$ cat src/rtl/ilsm_pkg.sv
`timescale 1ns / 1ps
`default_nettype none
// ----------------------------------------------------------------------------
// ilsm_pkg: shared types and constants of the indexed list store
// Widths, operation and status codes, the queued command and the state
// encoding of the execution sequencer.
// ----------------------------------------------------------------------------
package ilsm_pkg;

    localparam int LIST_DEPTH  = 16;
    localparam int IDX_W       = $clog2(LIST_DEPTH);
    localparam int CNT_W       = $clog2(LIST_DEPTH + 1);
    localparam int TOT_W       = CNT_W + 1;
    localparam int POS_W       = 5;
    localparam int CMP_W       = (CNT_W > POS_W) ? CNT_W : POS_W;
    localparam int DATA_W      = 32;
    localparam int QUEUE_DEPTH = 4;
    localparam int QPTR_W      = $clog2(QUEUE_DEPTH);
    localparam int QCNT_W      = $clog2(QUEUE_DEPTH + 1);

    localparam logic [1:0] OP_INSERT = 2'd0;
    localparam logic [1:0] OP_DELETE = 2'd1;
    localparam logic [1:0] OP_MERGE  = 2'd2;

    localparam logic [1:0] STAT_DONE  = 2'd0;
    localparam logic [1:0] STAT_RANGE = 2'd1;
    localparam logic [1:0] STAT_FULL  = 2'd2;
    localparam logic [1:0] STAT_EMPTY = 2'd3;

    typedef enum logic [1:0] {
        KIND_INS,
        KIND_DEL,
        KIND_MERGE,
        KIND_RESP
    } t_kind;

    typedef struct packed {
        t_kind              kind;
        logic               sel;
        logic [IDX_W-1:0]   pos;
        logic [CNT_W-1:0]   cnt_a;
        logic [CNT_W-1:0]   cnt_b;
        logic [DATA_W-1:0]  value;
        logic [1:0]         status;
    } t_cmd;

    typedef enum logic [2:0] {
        ST_IDLE,
        ST_INS_SHIFT,
        ST_INS_PUT,
        ST_DEL_GRAB,
        ST_DEL_SHIFT,
        ST_DEL_DONE,
        ST_MERGE,
        ST_RESP
    } t_back_state;

endpackage
`default_nettype wire

$ cat src/rtl/indexed_list_store_with_sorted_merge.sv
`timescale 1ns / 1ps
`default_nettype none
// ----------------------------------------------------------------------------
// indexed_list_store_with_sorted_merge: two indexed lists with sorted merge
// Insert and delete at an index in either of two lists of signed words,
// and a streamed two-way merge of both lists.
// ----------------------------------------------------------------------------
// The intake takes one transaction per clock while its four-entry command
// queue has room; it checks the index against the list lengths at once, so
// refused transactions cost no list work. Execution is bound by the single
// read and write port of each list memory and moves one entry per cycle:
// an insert at position p into a list of n entries shifts the n - p entries
// from p upward, a delete shifts the entries above p down, a merge streams
// its results in order (up to 2 * LIST_DEPTH results), and a refused insert
// or delete or an empty merge only returns its status. Each result is held in
// an output register, so a stalled result only stops the executor when it
// has its next result ready. List contents are undefined after reset; only
// entries below the current length are ever read.
module indexed_list_store_with_sorted_merge (
    input  wire logic                         i_clk,
    input  wire logic                         i_rst_n,
    input  wire logic                         i_in_valid,
    output      logic                         o_in_stall,
    input  wire logic [1:0]                   i_operation,
    input  wire logic                         i_list_select,
    input  wire logic [ilsm_pkg::POS_W-1:0]   i_position,
    input  wire logic signed [ilsm_pkg::DATA_W-1:0] i_item_value,
    output      logic                         o_out_valid,
    input  wire logic                         i_out_stall,
    output      logic signed [ilsm_pkg::DATA_W-1:0] o_result_value,
    output      logic [1:0]                   o_status,
    output      logic                         o_last_result
);

    logic           w_push;
    ilsm_pkg::t_cmd w_cmd;
    logic           w_full;
    logic           w_pop;
    logic           w_head_valid;
    ilsm_pkg::t_cmd w_head;

    ilsm_front u_front (
        .i_clk         (i_clk),
        .i_rst_n       (i_rst_n),
        .i_in_valid    (i_in_valid),
        .o_in_stall    (o_in_stall),
        .i_operation   (i_operation),
        .i_list_select (i_list_select),
        .i_position    (i_position),
        .i_item_value  (i_item_value),
        .i_full        (w_full),
        .o_push        (w_push),
        .o_cmd         (w_cmd)
    );

    ilsm_cmd_queue u_queue (
        .i_clk        (i_clk),
        .i_rst_n      (i_rst_n),
        .i_push       (w_push),
        .i_cmd        (w_cmd),
        .o_full       (w_full),
        .i_pop        (w_pop),
        .o_head_valid (w_head_valid),
        .o_head       (w_head)
    );

    ilsm_back u_back (
        .i_clk          (i_clk),
        .i_rst_n        (i_rst_n),
        .i_head_valid   (w_head_valid),
        .i_head         (w_head),
        .o_pop          (w_pop),
        .o_out_valid    (o_out_valid),
        .i_out_stall    (i_out_stall),
        .o_result_value (o_result_value),
        .o_status       (o_status),
        .o_last_result  (o_last_result)
    );

endmodule
`default_nettype wire

$ cat src/rtl/ilsm_front.sv
`timescale 1ns / 1ps
`default_nettype none
// ----------------------------------------------------------------------------
// ilsm_front: transaction intake and classification
// Tracks both list lengths, checks the index, and queues a command that
// already carries its final status and the lengths it needs.
// ----------------------------------------------------------------------------
module ilsm_front (
    input  wire logic                         i_clk,
    input  wire logic                         i_rst_n,
    input  wire logic                         i_in_valid,
    output      logic                         o_in_stall,
    input  wire logic [1:0]                   i_operation,
    input  wire logic                         i_list_select,
    input  wire logic [ilsm_pkg::POS_W-1:0]   i_position,
    input  wire logic signed [ilsm_pkg::DATA_W-1:0] i_item_value,
    input  wire logic                         i_full,
    output      logic                         o_push,
    output      ilsm_pkg::t_cmd               o_cmd
);

    logic [ilsm_pkg::CNT_W-1:0] r_cnt_a, n_cnt_a;
    logic [ilsm_pkg::CNT_W-1:0] r_cnt_b, n_cnt_b;
    logic [ilsm_pkg::CNT_W-1:0] w_cnt;
    logic [ilsm_pkg::CMP_W-1:0] w_pos_x;
    logic [ilsm_pkg::CMP_W-1:0] w_cnt_x;
    logic                       w_accept;

    assign o_in_stall = i_full;
    assign w_accept   = i_in_valid && !i_full;
    assign w_cnt      = i_list_select ? r_cnt_b : r_cnt_a;
    assign w_pos_x    = ilsm_pkg::CMP_W'(i_position);
    assign w_cnt_x    = ilsm_pkg::CMP_W'(w_cnt);

    always_comb begin
        n_cnt_a      = r_cnt_a;
        n_cnt_b      = r_cnt_b;
        o_push       = 1'b0;
        o_cmd.kind   = ilsm_pkg::KIND_RESP;
        o_cmd.sel    = i_list_select;
        o_cmd.pos    = ilsm_pkg::IDX_W'(i_position);
        o_cmd.cnt_a  = r_cnt_a;
        o_cmd.cnt_b  = r_cnt_b;
        o_cmd.value  = i_item_value;
        o_cmd.status = ilsm_pkg::STAT_DONE;
        unique case (i_operation)
            ilsm_pkg::OP_INSERT: begin
                o_push = w_accept;
                if (w_pos_x > w_cnt_x) begin
                    o_cmd.status = ilsm_pkg::STAT_RANGE;
                end else if (w_cnt == ilsm_pkg::CNT_W'(ilsm_pkg::LIST_DEPTH)) begin
                    o_cmd.status = ilsm_pkg::STAT_FULL;
                end else begin
                    o_cmd.kind = ilsm_pkg::KIND_INS;
                    if (w_accept) begin
                        if (i_list_select) begin
                            n_cnt_b = r_cnt_b + ilsm_pkg::CNT_W'(1);
                        end else begin
                            n_cnt_a = r_cnt_a + ilsm_pkg::CNT_W'(1);
                        end
                    end
                end
            end
            ilsm_pkg::OP_DELETE: begin
                o_push = w_accept;
                if (w_pos_x >= w_cnt_x) begin
                    o_cmd.status = ilsm_pkg::STAT_RANGE;
                end else begin
                    o_cmd.kind = ilsm_pkg::KIND_DEL;
                    if (w_accept) begin
                        if (i_list_select) begin
                            n_cnt_b = r_cnt_b - ilsm_pkg::CNT_W'(1);
                        end else begin
                            n_cnt_a = r_cnt_a - ilsm_pkg::CNT_W'(1);
                        end
                    end
                end
            end
            ilsm_pkg::OP_MERGE: begin
                o_push = w_accept;
                if (r_cnt_a == '0 && r_cnt_b == '0) begin
                    o_cmd.status = ilsm_pkg::STAT_EMPTY;
                end else begin
                    o_cmd.kind = ilsm_pkg::KIND_MERGE;
                end
            end
            default: begin
                // drop the unused operation code
                o_push = 1'b0;
            end
        endcase
    end

    always_ff @(posedge i_clk) begin
        if (!i_rst_n) begin
            r_cnt_a <= '0;
            r_cnt_b <= '0;
        end else begin
            r_cnt_a <= n_cnt_a;
            r_cnt_b <= n_cnt_b;
        end
    end

endmodule
`default_nettype wire

$ cat src/rtl/ilsm_cmd_queue.sv
`timescale 1ns / 1ps
`default_nettype none
// ----------------------------------------------------------------------------
// ilsm_cmd_queue: command queue between intake and execution
// A small first-in first-out buffer of classified commands.
// ----------------------------------------------------------------------------
module ilsm_cmd_queue (
    input  wire logic           i_clk,
    input  wire logic           i_rst_n,
    input  wire logic           i_push,
    input  wire ilsm_pkg::t_cmd i_cmd,
    output      logic           o_full,
    input  wire logic           i_pop,
    output      logic           o_head_valid,
    output      ilsm_pkg::t_cmd o_head
);

    ilsm_pkg::t_cmd              r_ent [ilsm_pkg::QUEUE_DEPTH];
    logic [ilsm_pkg::QPTR_W-1:0] r_wr_ptr, n_wr_ptr;
    logic [ilsm_pkg::QPTR_W-1:0] r_rd_ptr, n_rd_ptr;
    logic [ilsm_pkg::QCNT_W-1:0] r_fill, n_fill;
    logic                        w_do_push;
    logic                        w_do_pop;

    assign o_full       = (r_fill == ilsm_pkg::QCNT_W'(ilsm_pkg::QUEUE_DEPTH));
    assign o_head_valid = (r_fill != '0);
    assign o_head       = r_ent[r_rd_ptr];
    assign w_do_push    = i_push && !o_full;
    assign w_do_pop     = i_pop && o_head_valid;

    always_comb begin
        n_wr_ptr = w_do_push ? ilsm_pkg::QPTR_W'(r_wr_ptr + 1'b1) : r_wr_ptr;
        n_rd_ptr = w_do_pop  ? ilsm_pkg::QPTR_W'(r_rd_ptr + 1'b1) : r_rd_ptr;
        n_fill   = r_fill;
        if (w_do_push && !w_do_pop) begin
            n_fill = r_fill + ilsm_pkg::QCNT_W'(1);
        end else if (w_do_pop && !w_do_push) begin
            n_fill = r_fill - ilsm_pkg::QCNT_W'(1);
        end
    end

    always_ff @(posedge i_clk) begin
        if (!i_rst_n) begin
            r_wr_ptr <= '0;
            r_rd_ptr <= '0;
            r_fill   <= '0;
        end else begin
            r_wr_ptr <= n_wr_ptr;
            r_rd_ptr <= n_rd_ptr;
            r_fill   <= n_fill;
        end
    end

    always_ff @(posedge i_clk) begin
        if (w_do_push) begin
            r_ent[r_wr_ptr] <= i_cmd;
        end
    end

endmodule
`default_nettype wire

$ cat src/rtl/ilsm_back.sv
`timescale 1ns / 1ps
`default_nettype none
// ----------------------------------------------------------------------------
// ilsm_back: command execution and result register
// Holds both list memories, walks the shifts of insert and delete one
// entry a cycle and streams the sorted merge into the output register.
// ----------------------------------------------------------------------------
module ilsm_back (
    input  wire logic           i_clk,
    input  wire logic           i_rst_n,
    input  wire logic           i_head_valid,
    input  wire ilsm_pkg::t_cmd i_head,
    output      logic           o_pop,
    output      logic           o_out_valid,
    input  wire logic           i_out_stall,
    output      logic signed [ilsm_pkg::DATA_W-1:0] o_result_value,
    output      logic [1:0]     o_status,
    output      logic           o_last_result
);

    logic [ilsm_pkg::DATA_W-1:0] r_mem_a [ilsm_pkg::LIST_DEPTH];
    logic [ilsm_pkg::DATA_W-1:0] r_mem_b [ilsm_pkg::LIST_DEPTH];
    logic [ilsm_pkg::DATA_W-1:0] r_qa;
    logic [ilsm_pkg::DATA_W-1:0] r_qb;

    ilsm_pkg::t_back_state       r_state, n_state;
    logic [ilsm_pkg::CNT_W-1:0]  r_ia, n_ia;
    logic [ilsm_pkg::CNT_W-1:0]  r_ib, n_ib;
    logic                        r_sel;
    logic [ilsm_pkg::IDX_W-1:0]  r_pos;
    logic [ilsm_pkg::CNT_W-1:0]  r_cnt;
    logic [ilsm_pkg::CNT_W-1:0]  r_n1;
    logic [ilsm_pkg::CNT_W-1:0]  r_n2;
    logic [ilsm_pkg::DATA_W-1:0] r_val;
    logic [1:0]                  r_stat;
    logic [ilsm_pkg::DATA_W-1:0] r_rem, n_rem;

    logic                        r_out_valid;
    logic [ilsm_pkg::DATA_W-1:0] r_out_value;
    logic [1:0]                  r_out_status;
    logic                        r_out_last;

    logic                        w_out_free;
    logic [ilsm_pkg::CNT_W-1:0]  w_ix;
    logic [ilsm_pkg::DATA_W-1:0] w_q;
    logic                        w_ix_at_pos;
    logic                        w_ix_at_end;
    logic [ilsm_pkg::CNT_W-1:0]  w_head_cnt;
    logic                        w_take_a;
    logic                        w_merge_last;

    logic                        w_we;
    logic [ilsm_pkg::IDX_W-1:0]  w_wr_addr;
    logic [ilsm_pkg::DATA_W-1:0] w_wr_data;
    logic                        w_emit;
    logic [ilsm_pkg::DATA_W-1:0] w_emit_value;
    logic [1:0]                  w_emit_status;
    logic                        w_emit_last;

    assign w_out_free  = !r_out_valid || !i_out_stall;
    assign w_ix        = r_sel ? r_ib : r_ia;
    assign w_q         = r_sel ? r_qb : r_qa;
    assign w_ix_at_pos = (w_ix == ilsm_pkg::CNT_W'(r_pos));
    assign w_ix_at_end = (w_ix == r_cnt - ilsm_pkg::CNT_W'(1));
    assign w_head_cnt  = i_head.sel ? i_head.cnt_b : i_head.cnt_a;

    // ties go to the second list
    assign w_take_a = (r_ia < r_n1)
                   && ((r_ib >= r_n2) || ($signed(r_qa) < $signed(r_qb)));
    assign w_merge_last = (ilsm_pkg::TOT_W'(r_ia) + ilsm_pkg::TOT_W'(r_ib)
                           + ilsm_pkg::TOT_W'(1))
                       == (ilsm_pkg::TOT_W'(r_n1) + ilsm_pkg::TOT_W'(r_n2));

    // next state
    always_comb begin
        n_state = r_state;
        unique case (r_state)
            ilsm_pkg::ST_IDLE: begin
                if (i_head_valid) begin
                    unique case (i_head.kind)
                        ilsm_pkg::KIND_INS: begin
                            n_state = (w_head_cnt == ilsm_pkg::CNT_W'(i_head.pos))
                                    ? ilsm_pkg::ST_INS_PUT : ilsm_pkg::ST_INS_SHIFT;
                        end
                        ilsm_pkg::KIND_DEL:   n_state = ilsm_pkg::ST_DEL_GRAB;
                        ilsm_pkg::KIND_MERGE: n_state = ilsm_pkg::ST_MERGE;
                        ilsm_pkg::KIND_RESP:  n_state = ilsm_pkg::ST_RESP;
                        default:              n_state = ilsm_pkg::ST_IDLE;
                    endcase
                end
            end
            ilsm_pkg::ST_INS_SHIFT: begin
                if (w_ix_at_pos) begin
                    n_state = ilsm_pkg::ST_INS_PUT;
                end
            end
            ilsm_pkg::ST_DEL_GRAB, ilsm_pkg::ST_DEL_SHIFT: begin
                if (w_ix_at_end) begin
                    n_state = ilsm_pkg::ST_DEL_DONE;
                end else begin
                    n_state = ilsm_pkg::ST_DEL_SHIFT;
                end
            end
            ilsm_pkg::ST_INS_PUT, ilsm_pkg::ST_DEL_DONE, ilsm_pkg::ST_RESP: begin
                if (w_out_free) begin
                    n_state = ilsm_pkg::ST_IDLE;
                end
            end
            ilsm_pkg::ST_MERGE: begin
                if (w_out_free && w_merge_last) begin
                    n_state = ilsm_pkg::ST_IDLE;
                end
            end
            default: n_state = ilsm_pkg::ST_IDLE;
        endcase
    end

    // datapath controls
    always_comb begin
        n_ia          = r_ia;
        n_ib          = r_ib;
        n_rem         = r_rem;
        o_pop         = 1'b0;
        w_we          = 1'b0;
        w_wr_addr     = r_pos;
        w_wr_data     = r_val;
        w_emit        = 1'b0;
        w_emit_value  = '0;
        w_emit_status = ilsm_pkg::STAT_DONE;
        w_emit_last   = 1'b1;
        unique case (r_state)
            ilsm_pkg::ST_IDLE: begin
                if (i_head_valid) begin
                    o_pop = 1'b1;
                    unique case (i_head.kind)
                        ilsm_pkg::KIND_INS: begin
                            // start the upward shift at the last entry
                            if (i_head.sel) begin
                                n_ib = w_head_cnt - ilsm_pkg::CNT_W'(1);
                            end else begin
                                n_ia = w_head_cnt - ilsm_pkg::CNT_W'(1);
                            end
                        end
                        ilsm_pkg::KIND_DEL: begin
                            if (i_head.sel) begin
                                n_ib = ilsm_pkg::CNT_W'(i_head.pos);
                            end else begin
                                n_ia = ilsm_pkg::CNT_W'(i_head.pos);
                            end
                        end
                        ilsm_pkg::KIND_MERGE: begin
                            n_ia = '0;
                            n_ib = '0;
                        end
                        default: begin
                            n_ia = r_ia;
                        end
                    endcase
                end
            end
            ilsm_pkg::ST_INS_SHIFT: begin
                w_we      = 1'b1;
                w_wr_addr = ilsm_pkg::IDX_W'(w_ix + ilsm_pkg::CNT_W'(1));
                w_wr_data = w_q;
                if (!w_ix_at_pos) begin
                    if (r_sel) begin
                        n_ib = r_ib - ilsm_pkg::CNT_W'(1);
                    end else begin
                        n_ia = r_ia - ilsm_pkg::CNT_W'(1);
                    end
                end
            end
            ilsm_pkg::ST_INS_PUT: begin
                if (w_out_free) begin
                    w_we   = 1'b1;
                    w_emit = 1'b1;
                end
            end
            ilsm_pkg::ST_DEL_GRAB, ilsm_pkg::ST_DEL_SHIFT: begin
                if (r_state == ilsm_pkg::ST_DEL_GRAB) begin
                    n_rem = w_q;
                end else begin
                    w_we      = 1'b1;
                    w_wr_addr = ilsm_pkg::IDX_W'(w_ix - ilsm_pkg::CNT_W'(1));
                    w_wr_data = w_q;
                end
                if (!w_ix_at_end) begin
                    if (r_sel) begin
                        n_ib = r_ib + ilsm_pkg::CNT_W'(1);
                    end else begin
                        n_ia = r_ia + ilsm_pkg::CNT_W'(1);
                    end
                end
            end
            ilsm_pkg::ST_DEL_DONE: begin
                w_emit       = w_out_free;
                w_emit_value = r_rem;
            end
            ilsm_pkg::ST_RESP: begin
                w_emit        = w_out_free;
                w_emit_status = r_stat;
            end
            ilsm_pkg::ST_MERGE: begin
                if (w_out_free) begin
                    w_emit       = 1'b1;
                    w_emit_last  = w_merge_last;
                    w_emit_value = w_take_a ? r_qa : r_qb;
                    if (w_take_a) begin
                        n_ia = r_ia + ilsm_pkg::CNT_W'(1);
                    end else begin
                        n_ib = r_ib + ilsm_pkg::CNT_W'(1);
                    end
                end
            end
            default: begin
                w_emit = 1'b0;
            end
        endcase
    end

    always_ff @(posedge i_clk) begin
        if (!i_rst_n) begin
            r_state     <= ilsm_pkg::ST_IDLE;
            r_out_valid <= 1'b0;
        end else begin
            r_state <= n_state;
            if (w_emit) begin
                r_out_valid <= 1'b1;
            end else if (!i_out_stall) begin
                r_out_valid <= 1'b0;
            end
        end
    end

    always_ff @(posedge i_clk) begin
        r_ia  <= n_ia;
        r_ib  <= n_ib;
        r_rem <= n_rem;
        if (o_pop) begin
            r_sel  <= i_head.sel;
            r_pos  <= i_head.pos;
            r_cnt  <= w_head_cnt;
            r_n1   <= i_head.cnt_a;
            r_n2   <= i_head.cnt_b;
            r_val  <= i_head.value;
            r_stat <= i_head.status;
        end
        if (w_emit) begin
            r_out_value  <= w_emit_value;
            r_out_status <= w_emit_status;
            r_out_last   <= w_emit_last;
        end
    end

    // list memories: one write and one registered read each, read address
    // follows the next index so the data matches the index register
    always_ff @(posedge i_clk) begin
        if (w_we && !r_sel) begin
            r_mem_a[w_wr_addr] <= w_wr_data;
        end
        r_qa <= r_mem_a[n_ia[ilsm_pkg::IDX_W-1:0]];
    end

    always_ff @(posedge i_clk) begin
        if (w_we && r_sel) begin
            r_mem_b[w_wr_addr] <= w_wr_data;
        end
        r_qb <= r_mem_b[n_ib[ilsm_pkg::IDX_W-1:0]];
    end

    assign o_out_valid    = r_out_valid;
    assign o_result_value = r_out_value;
    assign o_status       = r_out_status;
    assign o_last_result  = r_out_last;

endmodule
`default_nettype wire
$ cat config.mk
export PLATFORM = sky130hd
export DESIGN_NAME = indexed_list_store_with_sorted_merge
export DESIGN_NICKNAME = d
export VERILOG_FILES = /design/src/rtl/ilsm_pkg.sv /design/src/rtl/indexed_list_store_with_sorted_merge.sv /design/src/rtl/ilsm_front.sv /design/src/rtl/ilsm_cmd_queue.sv /design/src/rtl/ilsm_back.sv
export SDC_FILE = /design/constraint.sdc
export NUM_CORES = 2
export LEC_CHECK = 0
export BUFFER_PORTS_ARGS = -buffer_cell sky130_fd_sc_hd__buf_2
export CORE_UTILIZATION = 50
export DETAILED_ROUTE_END_ITERATION = 6
export HOLD_SLACK_MARGIN = 0.03
export PLACE_DENSITY = 0.66
export SETUP_SLACK_MARGIN = 0.02
export SYNTH_ARGS = -nofsm -noshare
export SYNTH_HDL_FRONTEND = slang
export SYNTH_SLANG_ARGS = --single-unit
export TNS_END_PERCENT = 100
$ cat constraint.sdc
create_clock -name i_clk -period 12.9 [get_ports i_clk]
set_input_delay 3.87 -clock i_clk [delete_from_list [all_inputs] [get_ports i_clk]]
set_output_delay 3.87 -clock i_clk [all_outputs]
set_load 0.02 [all_outputs]
==> results.md <==
- Post-Syn Instances: 3966
- Io pins: 81
- DR vias/cell: 6.44
- Synth warn: 0
- Nets: 4091
- Drt drc: 1
- Actual slew at the worst max-slew pin: 1.30 ns
- Worst Setup SP: i_out_stall
- Die width: 352 µm
- HP Class: flop to flop
- TritonRoute pass-1 iters: 7
- Post-CTS Setup Inserts: 0
- Post-synth cell types: 87
- TritonCTS Buffers: 148
- GP Congestion: 0.902
- CP endpoint: u_back.r_qa[25]
- Setup tns final: 0 ns
- Area share of the largest cell type after synthesis: 66.1%
- Clock Tree Buf Depth: 3
- Initial antenna violation count: 5
- Rel. slew slack: 13.4%
- Final Hold Viols: 0
- Die H: 352 µm
- H-tree Lvls: 4
- Starting Density: 50.4%
- Total GRT Usage: 25.9%
- Synth area leader: edfxtp_1
- Crit end category: flop
- Root buffer cell: clkbuf_16
- Worst Reg-to-Reg Cells: 13
- IO Port Bufs: 80
- Fmax: 132 MHz
- Commonest non-fill, non-tap cells in the layout: edfxtp_1 (1351), inv_1 (372), o211ai_1 (328)
- Vias: 36800
- Commonest non-fill, non-tap cell in the layout: edfxtp_1
- #FFs+latches synth: 1446
- Fin crit period: 7.59 ns
- CTS tree: built
- Reg2Reg Setup Slack: 6.27 ns
- CP Max Fanout: 96
- Share of cells above drive strength 1: 19.4%
- Largest cells by area after synthesis: edfxtp_1 (66%), mux2_2 (5.3%), o221ai_1 (4.2%), o211ai_1 (4.0%), dfxtp_1 (3.1%)
- Final wirelength: 163000 µm
- First-pass GRT wire length: 240000 µm
- Asr flop ratio synth: 0%
- Mapped cell area: 61300 µm²
- Diode count: 0
- 1st-iter DRT viols: 4834
- Fin util: 56.2%
- Tcrit/Tclk final: 58.9%
- Die Area: 124000 µm²
- Critical Path Source Type: primary input
- Setup Crit Path Kind: primary input to flop
- Synth Area per Inst: 15.5 µm²
- Vias in the first global route: 36100
- FF-to-FF Start: u_back.r_sel
- Hold buffer count at cts: 0
- Top FF cell, synth: edfxtp_1
- Clock slew at reported path FFs: 0.06 ns
- Total grt overflow: 0
- Row cnt: 128
- Routed Antenna Nets: 0
- Failing checks: DRC
- Post-synth EDFFs: 1351
- Largest net degree at the start of global routing: 203
- Final setup fails: 0
- Routed WL per cell: 28.5 µm
- Critical Path AT: 8.26 ns
- Clock sinks: 1446
- Seq/Total Area, Yosys: 69.2%
- RSZ-0062 raised after global routing: no
- Layout Skew: 0.0314 ns
- Mapped Nets: 4089
- Area growth syn-to-layout: 11.4%
- Max_cap viols: 0
- Worst R2R End: u_back.r_qa[25]
- DPL Wire Length: 86500 µm
- Final Max Slew Viols: 0
- Post-cts resize count: 0
- WP data required: 13.57 ns
- Worst skew pair latency: 0.77 ns
- Placeable core area: 122000 µm²
- Status: complete, but fails checks
## synth_stat cells (5+ instances only)
cell type and instances:
dfxtp_1 95, a31oi_1 12, mux2i_1 76, clkbuf_1 232
xor2_1 12, a21boi_0 5, nand3_1 20, o21ai_0 35
mux2_2 287, a211oi_1 10, nor2_1 83, ha_1 74
nor4_1 11, buf_2 35, nor3_1 22, a21o_1 14
nand4_1 37, o211ai_1 328, nor2b_1 12, nand2b_1 12
o31a_1 5, o22ai_1 5, and3_1 7, o221ai_1 294
and2_1 20, xnor2_1 38, nand2_1 64, o21a_1 6
o2111ai_1 131, buf_6 8, or3_1 7, inv_1 374
a222oi_1 32, edfxtp_1 1351, fa_1 5, mux4_2 52
buf_1 25, a21oi_1 46
## cell type report
cell class              count  area, µm²
well taps                1625       2030
multi-input cells        1839      16600
clock inverters            80        820
clock buffers             193       4030
fillers                  9495      53400
repair buffers            157        991
inverters                 376       1420
flip-flops and latches   1446      42500
## stage by stage
| stage | setup slack [ns] | cell area (µm²) | cells | hold WS (ns) |
|---|---|---|---|---|
| finish | 5.31 | 68300 | 5716 | 0.530 |
| global route | 5.11 | 68300 | 5716 | 0.566 |
| CTS | 5.37 | 68300 | 5716 | 0.537 |
| detailed placement | 4.56 | 63500 | 5443 | 0.529 |
| global placement | 4.69 | 63500 | 5443 | 0.503 |
| floorplan | 6.10 | 61300 | 3966 | 0.482 |
## metal layers
layer  vias up  part of all wire [%]  wire [µm]  global-route usage, %
li1      16000                     -          -                      -
met1     18700                    41      67400                   36.7
met2      1865                    46      75500                   40.1
met3       310                   9.0      14700                   4.71
met4         8                   3.1       5070                   9.06
met5         -                 0.027         44                      0
## how the worst min path moves through the flow
stage / cells after the start / to / slack, ns / from
finish: 2 / u_queue.r_fill[2] / 0.53 / u_queue.r_fill[2]
global route: 1 / u_back.o_status[0] / 0.57 / u_back.r_stat[0]
CTS: 2 / u_queue.r_fill[2] / 0.54 / u_queue.r_fill[2]
detailed placement: 2 / u_queue.r_fill[2] / 0.53 / u_queue.r_fill[2]
global placement: 2 / u_queue.r_fill[2] / 0.50 / u_queue.r_fill[2]
floorplan: 2 / u_queue.r_fill[2] / 0.48 / u_queue.r_fill[2]
## state kept, by name (all words and copies together) (netlist names), 3 cells and up, named ones only
| register | flops |
|---|---|
| u_back.r_mem_a | 512 |
| u_back.r_val | 32 |
| u_front.r_cnt_b | 5 |
| u_back.r_n2 | 5 |
| u_back.r_qb | 32 |
| u_back.r_rem | 32 |
| u_back.r_cnt | 5 |
| u_back.r_pos | 4 |
| u_back.r_state | 3 |
| u_queue.r_ent | 204 |
| u_back.r_mem_b | 512 |
| u_front.r_cnt_a | 5 |
| u_back.o_result_value | 32 |
| u_back.r_qa | 32 |
| u_back.r_ia | 5 |
| u_back.r_ib | 5 |
| u_back.r_n1 | 5 |
| u_queue.r_fill | 3 |
## cell families after synthesis
logic type / synth area share [%]
AO/OA/AOI/OAI: 12.6
XOR/XNOR: 0.751
adder cells (fa/ha/maj): 1.67
buffers and inverters: 4.40
flip-flops: 69.2
multiplexers: 8.58
AND/OR/NAND/NOR: 2.73
## worst max-delay path, cell delays in order
cell and delay (ns):
buf_2 0.11, nand2_1 0.24, o211ai_1 0.22, a32o_1 0.25, or4b_4 0.78, o21ai_4 0.89, inv_4 0.39, buf_4 0.59
o2111ai_1 0.40, o2111ai_1 0.18, o221ai_1 0.23
Power is not shown: default switching activity piles up to over one toggle a cycle in this logic, so the estimate is an artifact.
